[src/rtl/dlsq_pkg.sv]
`timescale 1ns / 1ps

package dlsq_pkg;

  // Queue geometry.
  localparam int QUEUE_DEPTH = 64;
  localparam int TICK_WIDTH  = 16;
  localparam int MAX_RESULTS = 64;

  // Field widths of the words on the channels.
  localparam int CMD_W  = 2;
  localparam int ID_W   = 6;
  localparam int WAIT_W = 16;
  localparam int KIND_W = 3;

  // Derived widths: a count or position must hold the depth itself.
  localparam int POS_W = $clog2(QUEUE_DEPTH + 1);
  localparam int REL_W = $clog2(MAX_RESULTS + 1);

  localparam logic [TICK_WIDTH-1:0] TICK_MAX = '1;

  typedef enum logic [CMD_W-1:0] {
    CMD_INSERT = 2'd0,
    CMD_REMOVE = 2'd1,
    CMD_TICK   = 2'd2,
    CMD_NONE   = 2'd3
  } cmd_t;

  typedef enum logic [KIND_W-1:0] {
    KIND_INSERTED  = 3'd0,
    KIND_IGNORED   = 3'd1,
    KIND_FULL      = 3'd2,
    KIND_REMOVED   = 3'd3,
    KIND_NOT_FOUND = 3'd4,
    KIND_RELEASED  = 3'd5
  } kind_t;

  // Operation broadcast to every cell of the row.
  typedef enum logic [2:0] {
    C_IDLE,
    C_LOAD,
    C_INS_STEP,
    C_REM_STEP,
    C_TICK_DEC,
    C_POP
  } cell_op_t;

  typedef enum logic [2:0] {
    S_IDLE,
    S_INS_WALK,
    S_REM_WALK,
    S_RELEASE,
    S_EMIT
  } state_t;

  // Control shared by all cells.
  typedef struct packed {
    cell_op_t              op;
    logic [ID_W-1:0]       id;
    logic [TICK_WIDTH-1:0] rem;
    logic [POS_W-1:0]      pos;
    logic                  at_end;
  } cell_ctl_t;

  // What a cell shows to one of its neighbors.
  typedef struct packed {
    logic                  tok;
    logic [ID_W-1:0]       id;
    logic [TICK_WIDTH-1:0] delta;
    logic [TICK_WIDTH-1:0] rem;
  } cell_link_t;

endpackage

[src/rtl/dlsq_cell.sv]
`timescale 1ns / 1ps

// One entry of the delta list. A walk token and its remaining wait move
// one cell to the right per cycle; shifts move whole entries between
// neighbors.
module dlsq_cell (
  input  logic                          clk,
  input  logic                          rst_n,
  input  logic [dlsq_pkg::POS_W-1:0]    idx,
  input  dlsq_pkg::cell_ctl_t           ctl,
  input  logic                          row_hit,
  input  dlsq_pkg::cell_link_t          left_in,
  input  dlsq_pkg::cell_link_t          right_in,
  output dlsq_pkg::cell_link_t          fwd_out,
  output dlsq_pkg::cell_link_t          back_out,
  output logic                          hit
);

  logic                            tok_r;
  logic                            tok_nxt;
  logic [dlsq_pkg::TICK_WIDTH-1:0] rem_r;
  logic [dlsq_pkg::TICK_WIDTH-1:0] rem_nxt;
  logic [dlsq_pkg::ID_W-1:0]       id_r;
  logic [dlsq_pkg::ID_W-1:0]       id_nxt;
  logic [dlsq_pkg::TICK_WIDTH-1:0] delta_r;
  logic [dlsq_pkg::TICK_WIDTH-1:0] delta_nxt;
  logic                            stop_ins;
  logic                            match;
  logic [dlsq_pkg::TICK_WIDTH:0]   sum;
  logic [dlsq_pkg::TICK_WIDTH-1:0] sum_sat;

  // Local decisions of the cell that holds the token.
  assign stop_ins = tok_r & (ctl.at_end | (delta_r >= rem_r));
  assign match    = tok_r & ~ctl.at_end & (id_r == ctl.id);
  assign sum      = {1'b0, right_in.delta} + {1'b0, delta_r};
  assign sum_sat  = sum[dlsq_pkg::TICK_WIDTH] ? dlsq_pkg::TICK_MAX
                                              : sum[dlsq_pkg::TICK_WIDTH-1:0];

  assign hit = ((ctl.op == dlsq_pkg::C_INS_STEP) & stop_ins) |
               ((ctl.op == dlsq_pkg::C_REM_STEP) & match);

  // The right neighbor sees this delta already reduced by a new entry placed here.
  assign fwd_out.tok   = tok_r;
  assign fwd_out.id    = id_r;
  assign fwd_out.delta = tok_r ? (delta_r - rem_r) : delta_r;
  assign fwd_out.rem   = rem_r - delta_r;

  assign back_out.tok   = tok_r;
  assign back_out.id    = id_r;
  assign back_out.delta = delta_r;
  assign back_out.rem   = rem_r;

  // Next state of the entry and of the walk token.
  always_comb begin
    tok_nxt   = tok_r;
    rem_nxt   = rem_r;
    id_nxt    = id_r;
    delta_nxt = delta_r;
    case (ctl.op)
      dlsq_pkg::C_LOAD: begin
        tok_nxt = (idx == '0);
        rem_nxt = ctl.rem;
      end
      dlsq_pkg::C_INS_STEP: begin
        if (row_hit) begin
          tok_nxt = 1'b0;
          if (tok_r) begin
            id_nxt    = ctl.id;
            delta_nxt = rem_r;
          end else if (idx > ctl.pos) begin
            id_nxt    = left_in.id;
            delta_nxt = left_in.delta;
          end
        end else begin
          tok_nxt = left_in.tok;
          rem_nxt = left_in.rem;
        end
      end
      dlsq_pkg::C_REM_STEP: begin
        if (row_hit) begin
          tok_nxt = 1'b0;
          if (idx >= ctl.pos) begin
            id_nxt    = right_in.id;
            delta_nxt = tok_r ? sum_sat : right_in.delta;
          end
        end else begin
          tok_nxt = left_in.tok;
        end
      end
      dlsq_pkg::C_TICK_DEC: begin
        if ((idx == '0) && (delta_r != '0)) begin
          delta_nxt = delta_r - 1'b1;
        end
      end
      dlsq_pkg::C_POP: begin
        id_nxt    = right_in.id;
        delta_nxt = right_in.delta;
      end
      default: begin
        tok_nxt = tok_r;
      end
    endcase
  end

  // Token register.
  always_ff @(posedge clk) begin
    if (!rst_n) begin
      tok_r <= 1'b0;
    end else begin
      tok_r <= tok_nxt;
    end
  end

  // Entry and remaining wait.
  always_ff @(posedge clk) begin
    rem_r   <= rem_nxt;
    id_r    <= id_nxt;
    delta_r <= delta_nxt;
  end

endmodule

[config.mk]
export PLATFORM = sky130hd
export DESIGN_NAME = dlsq_cell
export DESIGN_NICKNAME = d
export VERILOG_FILES = /design/src/rtl/dlsq_pkg.sv /design/src/rtl/dlsq_cell.sv
export SDC_FILE = /design/constraint.sdc
export NUM_CORES = 1
export LEC_CHECK = 0
export ABC_CLOCK_PERIOD_IN_PS = 3100
export BUFFER_PORTS_ARGS = -buffer_cell sky130_fd_sc_hd__buf_4
export CAP_MARGIN = 20
export CORE_MARGIN = 8
export CORE_UTILIZATION = 47
export DETAILED_ROUTE_END_ITERATION = 7
export GPL_ROUTABILITY_DRIVEN = 0
export PLACE_DENSITY_LB_ADDON = 0.25
export SYNTH_ARGS = -nofsm -noshare
export SYNTH_HDL_FRONTEND = slang
export SYNTH_SLANG_ARGS = --single-unit
[constraint.sdc]
create_clock -name clk -period 3.1 [get_ports clk]
set_clock_uncertainty 0.1 [all_clocks]
set_input_delay 0.62 -clock clk [delete_from_list [all_inputs] [get_ports clk]]
set_output_delay 0.62 -clock clk [all_outputs]
set_load 0.03 [all_outputs]
==> reports/summary.txt, run 1 <==
Clk slew on worst S/H paths: 70 ps
Ranking of synthesized cells by area: edfxtp_1, ha_1, xnor2_1
CP max FO: 2
DRT iter0 DRCs: 851
HP Class: in -> reg
P per Cell Area: 366 nW/um2
Post-Syn Area: 5660 um2
Top_reg_cell synth: edfxtp_1
Worst EP arrival: 2700 ps
Distinct cells, synth: 70
Syn. warnings: 0
CP Buf/Inv Count: 2
Clock H-tree levels: 2
Die ar.: 15,800 um2
Area share of the largest cell type after synthesis: 0.202
Setup Crit Path Kind: reg -> out
Failing checks: setup timing
Pre-CTS WS: -135 ps
Filler cells: 885
Routed WL: 22,600 um
Critical Path Start Type: register
FMAX: 0.293 GHz
Final Hold Viols: 0
Cts hold-fix bufs: 0
Outcome: finished with violations
Routed len/inst: 20.7 um
FFs w/ async S/R, synth: 0
Final min period: 3420 ps
Placed instance area: 7740 um2
Required time of the critical path: 2380 ps
CP Capture Type: output pin
First-pass iteration count of the detailed router: 5
Crit-path slowest cell: edfxtp_1
Syn Area/Cell: 8.06 um2
CTS root buf: clkbuf_16
Final setup vio count: 23
Clock Path Buffers: 2
Global Route Usage Sum: 0.263
Clock latency on the worst-skew pair: 290 ps
Most numerous cell in the Yosys netlist: a21oi_1
Number of synthesized flops with an enable pin: 38
Least-Margin Pin Slew: 693 ps
Diodes inserted: 0
Vias in the first global route: 6,404
Post-route ant nets: 0
CTS tree: done
PortBufs: 182
Lkg Pwr: 0.00376 uW
Worst vdd ir: 212 uV
Pin count of the biggest net entering global routing: 23
Site row count: 40
Post-synthesis register bit count: 39
Max-slew headroom: 0.526
Post-layout nets: 1,125
Cell Chain, Critical Path: inv_2, ha_4, fa_2, nor2b_4, o31a_1, o31ai_2, a211oi_1, or4_1, o211ai_1, buf_4
Crit path max-delay family: compound AO/OA/AOI/OAI gates
Largest area contributor in the netlist: edfxtp_1
Slew Limit Fails: 0
Initial Util: 0.477
Post-route DRC: 0
First-pass GRT wire length: 34,000 um
Max cap viols: 0
Core area: 11,900 um2
Post-synth net total: 882
Vias after detailed routing: 6,677
Initial antenna violation count: 0
Total CTS buffers: 5
Dpl hpwl: 17,500 um
Fraction of the cycle the final worst path needs: 1.10
Final setup margin: -317 ps
Total congestion overflow: 0
RSZ-0062 raised after global routing: yes
P&R area growth vs syn: 51.3%
Vias per cell: 6.11
Final Instance Area: 8570 um2
Share of layout cells above drive strength 1: 0.424
Post-synth top cells: a21oi_1, ha_1, nor2_1
Gate Count Post-Synth: 702
Post-route setup TNS: -3980 ps
# clock sinks: 39
Die Y: 126 um
Post-synthesis sequential area ratio: 0.205
Die X-Extent: 126 um
Crit path largest cell delay: 430 ps
Ports: 200
==> through the flow <==
stage	utilization	total power (uW)	instances	hold WS, ps
3_5_place_dp	0.652	2270	1065	718
3_3_place_gp	0.652	2230	1065	719
6_report	0.722	3140	1093	470
5_1_grt	0.722	3260	1093	486
2_1_floorplan	-	1680	702	656
4_1_cts	0.690	2970	1084	466
==> cells by family (layout without fill, tap and decap cells) <==
group | after synthesis | after routing | share of synthesized area
fa+ha+maj | 59 | 59 | 0.134
buf+inv | 97 | 341 | 0.0723
compound gates | 221 | 221 | 0.260
simple gates | 197 | 197 | 0.177
xor+xnor | 45 | 45 | 0.0696
flops | 39 | 39 | 0.205
mux | 44 | 44 | 0.0816
==> registers in the layout (all words and copies together) (netlist names) <==
name     cells
tok_r        1
rem_r       16
id_r         6
delta_r     16
==> final timing paths <==
check | cells past startpoint | from | slack (ps) | endpoint
worst min-delay path | 3 | rst_n | 470 | tok_r
worst min register to register | 3 | tok_r | 740 | tok_r
worst max register to register | 12 | delta_r[0] | -30 | delta_r[6]
worst max-delay path | 10 | delta_r[0] | -320 | fwd_out[30]
==> power by group <==
| group | switching, uW | internal, uW | leakage [uW] | total (uW) |
|---|---|---|---|---|
| Clock | 240 | 381 | 0.0000818 | 620 |
| Sequential | 36.9 | 629 | 0.000360 | 666 |
| Combinational | 1030 | 818 | 0.00332 | 1850 |
| Total | 1310 | 1830 | 0.00376 | 3140 |
==> cell type report <==
cell class,count,area [um2],area share
multi-input combinational,566,4640,0.542
tap,147,184,0.0215
clock inverter,3,42.5,0.00497
timing repair buffer,281,2220,0.259
inverter,52,195,0.0228
sequential,39,1160,0.136
clock buffer,5,125,0.0146
==> routing by layer <==
layer	wire length (um)	global-route usage	up-vias
met2	11200	0.463	413
met4	673	0.0750	0
met1	8890	0.330	3125
li1	-	-	3063
met3	1880	0.0342	76
met5	0	0	-
==> tightest hold or removal path, cell delays in order <==
cell,delay (ps)
buf_4,100
o21ai_0,60
nor2_1,40
==> placed cells by master (no fill, tap or decap), drive strengths merged, types with 5 or more instances in the layout <==
cell / instances
a2111oi: 5
a211oi: 5
a21o: 14
a21oi: 61
a31oi: 6
and3: 5
buf: 281
clkbuf: 5
edfxtp: 38
ha: 56
inv: 53
mux2: 17
mux2i: 27
nand2: 42
nand2b: 7
nand3: 13
nand4: 13
nor2: 58
nor2b: 14
nor3: 11
nor4: 6
o211ai: 9
o21a: 13
o21ai: 53
o221ai: 6
o22ai: 9
o31ai: 5
or3: 10
xnor2: 35
xor2: 10
==> what timing repair did <==
item                       4_1_cts  5_1_grt
gates cloned                     0        1
pin swaps                       21       35
setup buffers                   11        8
resized for setup               42       70
setup endpoints to repair       19       38
Note: power is estimated with default switching activity, not from simulation.
==> inputs of run 2 (changes only) <==
SETUP_SLACK_MARGIN = 0.2   (was not set)
==> reports/summary.txt, run 2 (same netlist as run 1, synthesis figures left out) <==
Setup Crit Path Kind: reg -> out
DRT iter0 DRCs: 955
Most common cell after layout, fill and taps aside: buf_4
Placed instance area: 7810 um2
Ports: 200
Initial antenna violation count: 0
Total CTS buffers: 5
Clock H-tree levels: 2
Routed WL: 24,600 um
CTS root buf: clkbuf_16
CTS tree: done
PortBufs: 182
Vias after detailed routing: 6,935
Die ar.: 15,800 um2
Critical Path Start Type: register
Max-slew headroom: 0.539
Max cap viols: 0
Pin count of the biggest net entering global routing: 28
Top Registers: delta_r (16), rem_r (16), id_r (6)
Initial Util: 0.477
RSZ-0062 raised after global routing: yes
Die Y: 126 um
Dpl hpwl: 17,600 um
P per Cell Area: 362 nW/um2
Final min period: 3510 ps
Final Instance Area: 8970 um2
Lkg Pwr: 0.00387 uW
Post-route ant nets: 0
Vias in the first global route: 6,567
Cts hold-fix bufs: 0
Slew Limit Fails: 0
# clock sinks: 39
Clk slew on worst S/H paths: 70 ps
Non-Filler Instances: 1,101
CP Capture Type: output pin
Post-route DRC: 0
Routed len/inst: 22.3 um
Global Route Usage Sum: 0.272
Final Hold Viols: 0
Clock latency on the worst-skew pair: 290 ps
Worst vdd ir: 214 uV
# placed instances: 1,052
Total congestion overflow: 0
First-pass iteration count of the detailed router: 5
HP Class: in -> reg
Final setup margin: -414 ps
Vias per cell: 6.30
Fraction of the cycle the final worst path needs: 1.13
Core area: 11,900 um2
Post-layout nets: 1,133
Final setup vio count: 29
Worst EP arrival: 2790 ps
First-pass GRT wire length: 35,100 um
Post-route setup TNS: -5750 ps
Diodes inserted: 0
Outcome: finished with violations
Clock Path Buffers: 2
Least-Margin Pin Slew: 674 ps
Commonest non-fill, non-tap cells in the layout: buf_4, nor2_1, a21oi_1, ha_1, inv_1
Die X-Extent: 126 um
CP max FO: 4
P&R area growth vs syn: 58.5%
Site row count: 40
Required time of the critical path: 2380 ps
Failing checks: setup timing
FMAX: 0.285 GHz
Share of layout cells above drive strength 1: 0.461
Filler cells: 778
-- run 2: cell count changes in the layout (fill, tap and decap cells not counted), moves of 5 or more --
cell | before | now
inv_1 | 50 | 45
xnor2_1 | 30 | 24
inv_2 | 2 | 7
buf_6 | 29 | 38
-- run 2: worst paths after layout --
path              startpoint  slack [ps]     endpoint  depth (start not counted)
setup reg to reg  delta_r[0]         -90  delta_r[14]                         11
hold / removal         rst_n         480        tok_r                          3
hold reg to reg        tok_r         770        tok_r                          3
setup / recovery  delta_r[0]        -410  fwd_out[31]                         12
-- run 2: report_power, final --
part	internal, uW	switching [uW]
Clock	302	257
Sequential	629	43.7
Combinational	897	1120
-- run 2: metrics by stage --
| step | util | hold slack [ps] | total power, uW | setup WS (ps) |
|---|---|---|---|---|
| 3_5_place_dp | 0.658 | 740 | 2320 | -59.3 |
| 5_1_grt | 0.756 | 477 | 3370 | -492 |
| 3_3_place_gp | 0.658 | 715 | 2270 | -15.7 |
| 4_1_cts | 0.727 | 480 | 3070 | -352 |
| 6_report | 0.756 | 483 | 3250 | -414 |
| 2_1_floorplan | - | 656 | 1730 | -158 |
-- run 2: layout make-up --
| class | instances | area [um2] | share of cell area |
|---|---|---|---|
| clock buffers | 5 | 125 | 0.0139 |
| multi-input cells | 566 | 4940 | 0.550 |
| flip-flops and latches | 39 | 1160 | 0.130 |
| repair buffers | 289 | 2340 | 0.261 |
| inverters | 52 | 195 | 0.0218 |
| clock inverters | 3 | 23.8 | 0.00265 |
| well taps | 147 | 184 | 0.0205 |
-- run 2: worst max-delay path, cell delays in order, from the launching register on --
cell and delay [ps]:
edfxtp_1 500, inv_2 130, ha_4 150, buf_4 100
buf_6 90, nor2b_4 30, o31a_1 280, o211ai_1 230
buf_4 180, nand4_1 160, a21bo_2 270, a31oi_4 200
buf_6 160
-- run 2: per-layer routing --
| metal | global-route usage | vias to the layer above | routed length [um] |
|---|---|---|---|
| li1 | - | 3084 | - |
| met1 | 0.332 | 3290 | 9320 |
| met2 | 0.491 | 483 | 12200 |
| met3 | 0.0371 | 78 | 2160 |
| met4 | 0.0729 | 0 | 913 |
| met5 | 0 | - | 0 |
-- run 2: timing repair --
action	4_1_cts	5_1_grt
endpoints found under the setup margin	41	59
gates cloned	1	0
hold endpoints to repair	0	0
resized for setup	96	47
pin swaps	59	31
setup buffers	23	16
==> inputs of run 3 (changes only) <==
ABC_AREA = 1   (was not set)
==> reports/summary.txt, run 3 <==
Post-synth top cells: nand2_1, inv_1, nor2_1
RSZ-0062 raised after global routing: yes
Routed WL: 22,300 um
Die ar.: 16,200 um2
Crit-path slowest cell: edfxtp_1
Clock latency on the worst-skew pair: 290 ps
Crit path largest cell delay: 400 ps
Least-Margin Pin Slew: 645 ps
PortBufs: 182
Ranking of synthesized cells by area: edfxtp_1, nand2_1, ha_1
CTS tree: done
CP Capture Type: output pin
Most numerous cell in the Yosys netlist: nand2_1
Required time of the critical path: 2380 ps
HP Class: in -> reg
Post-route DRC: 0
Site row count: 40
First-pass GRT wire length: 33,100 um
Post-synth net total: 1,103
Initial antenna violation count: 0
Share of layout cells above drive strength 1: 0.325
Worst R2R Setup Slack: 300 ps
# clock sinks: 39
Most common cell after layout, fill and taps aside: buf_4
Max cap viols: 0
CP max FO: 6
Outcome: finished with violations
Number of synthesized flops with an enable pin: 38
Vias per cell: 5.35
Initial Util: 0.483
P per Cell Area: 412 nW/um2
Dpl hpwl: 16,700 um
FF-to-FF path depth: 14
Global Route Usage Sum: 0.252
Final Core Density: 0.687
Crit path max-delay family: simple AND/OR/NAND/NOR gates
Syn. warnings: 0
Worst EP arrival: 2380 ps
P&R area growth vs syn: 42.0%
Seq pwr share: 0.201
Failing checks: setup timing
Worst hold slack: 467 ps
Area share of the largest cell type after synthesis: 0.196
Critical Path Start Type: register
Syn Area/Cell: 6.32 um2
FFs w/ async S/R, synth: 0
Post-layout nets: 1,321
First-pass iteration count of the detailed router: 6
Capture point of the worst reg-to-reg path: delta_r[6]
Post-Syn Area: 5830 um2
Commonest non-fill, non-tap cells in the layout: buf_4, nand2_1, inv_1
Combinational group share of total power: 0.619
FMAX: 0.322 GHz
Core area: 12,100 um2
Sw frac: 0.457
Cts hold-fix bufs: 0
Hold path start: rst_n
Ports: 200
Distinct cells, synth: 43
Top_reg_cell synth: edfxtp_1
Vias after detailed routing: 7,015
Cell Chain, Critical Path: buf_4, ha_4, nand2_2, nor2_2, nand2_2, o211ai_1, nand2_1, nand3_2, nand3_2, o21ai_2, buf_6
Routed len/inst: 17.1 um
Post-synthesis sequential area ratio: 0.199
Lkg Pwr: 0.00419 uW
Hold EP: tok_r
Post-route ant nets: 0
Pin count of the biggest net entering global routing: 38
Worst r2r src: delta_r[1]
Sw Pwr: 1560 uW
CP Buf/Inv Count: 2
Total CTS buffers: 5
Clock H-tree levels: 2
Worst vdd ir: 261 uV
Final Hold Viols: 0
Top Registers: delta_r (16), rem_r (16), id_r (6)
Fraction of the cycle the final worst path needs: 1.00
Final setup vio count: 1
Post-synthesis register bit count: 39
Clock Path Buffers: 2
Die Y: 127 um
Slew Limit Fails: 0
Setup Crit Path Kind: reg -> out
Worst Hold Depth: 3
Final setup margin: -3.42 ps
DRT iter0 DRCs: 969
Gate Count Post-Synth: 923
CTS root buf: clkbuf_16
Power consumption: 3410 uW
Max-slew headroom: 0.569
Die X-Extent: 127 um
Largest area contributor in the netlist: edfxtp_1
Diodes inserted: 0
Vias in the first global route: 6,624
Int Pwr: 1850 uW
Clk slew on worst S/H paths: 60 ps
Total congestion overflow: 0
Final min period: 3100 ps
Clk network pwr share: 0.179
run 3: cell types whose count changed in the layout (fill, tap and decap cells not counted), sizes merged, moves of 8 or more:
cell	previous run	this run
xnor2	35	7
nand2	42	255
inv	53	151
nand3	13	62
xor2	10	20
nor2b	14	0
nor2	58	97
or3	10	0
nand4	13	5
buf	289	240
a21o	14	2
o21a	13	1
o21ai	53	68
mux2i	27	0
run 3: worst max path at each step:
stage	start	to	slack, ps	cells after the start
after floorplan	delta_r[0]	fwd_out[22]	170	8
after global placement	rem_r[0]	fwd_out[14]	300	8
after detailed placement	rem_r[0]	fwd_out[14]	290	8
after CTS	rem_r[5]	fwd_out[14]	180	8
after global routing	delta_r[5]	fwd_out[14]	-110	8
final	delta_r[5]	fwd_out[26]	-3	11
run 3: logic make-up after synthesis:
family,after synthesis,synth area share
simple gates,441,0.319
xor+xnor,27,0.0406
mux,16,0.0309
flops,39,0.199
buf+inv,181,0.127
fa+ha+maj,59,0.130
compound gates,160,0.152
run 3: metal layers:
metal / up-vias / track usage / share of wire
met1: 3127 / 0.313 / 0.40
met3: 86 / 0.0374 / 0.088
li1: 3415 / - / -
met2: 387 / 0.429 / 0.48
met4: 0 / 0.102 / 0.038
met5: - / 0 / 0
run 3: worst reg2reg max path, delay by kind of cell, from the launching register on:
kind | cells | cell delay, ps
adder cells (fa/ha/maj) | 1 | 430
buffers and inverters | 3 | 470
flip-flops | 1 | 520
AO/OA/AOI/OAI | 1 | 180
AND/OR/NAND/NOR | 9 | 840
run 3: power groups by stage:
stage                     logic [uW]  registers (uW)  clock network, uW
after floorplan                 1100             791                  0
after global placement          1790             692                  0
after detailed placement        1810             693                  0
after CTS                       1930             683                608
after global routing            2270             692                627
final                           2110             688                612
run 3: cell type report:
cell class / count / area [um2]
multi-input combinational: 703 / 4330
fill: 1002 / 3780
timing repair buffer: 240 / 1840
sequential: 39 / 1160
inverter: 152 / 574
tap: 168 / 210
clock buffer: 6 / 129
clock inverter: 2 / 37.5
run 3: per-stage QoR:
stage                     area (um2)  TNS, ps  worst slack (ps)  instances
after floorplan                 5860        0               172        923
after global placement          7470        0               298       1272
after detailed placement        7470        0               292       1272
after CTS                       7960        0               184       1295
after global routing            8280     -304              -107       1310
final                           8280    -3.42             -3.42       1310
run 3: what timing repair did:
item | CTS | global route
pin swaps | 8 | 20
gates resized for setup | 48 | 56
setup buffers | 15 | 15
setup endpoints to repair | 22 | 21
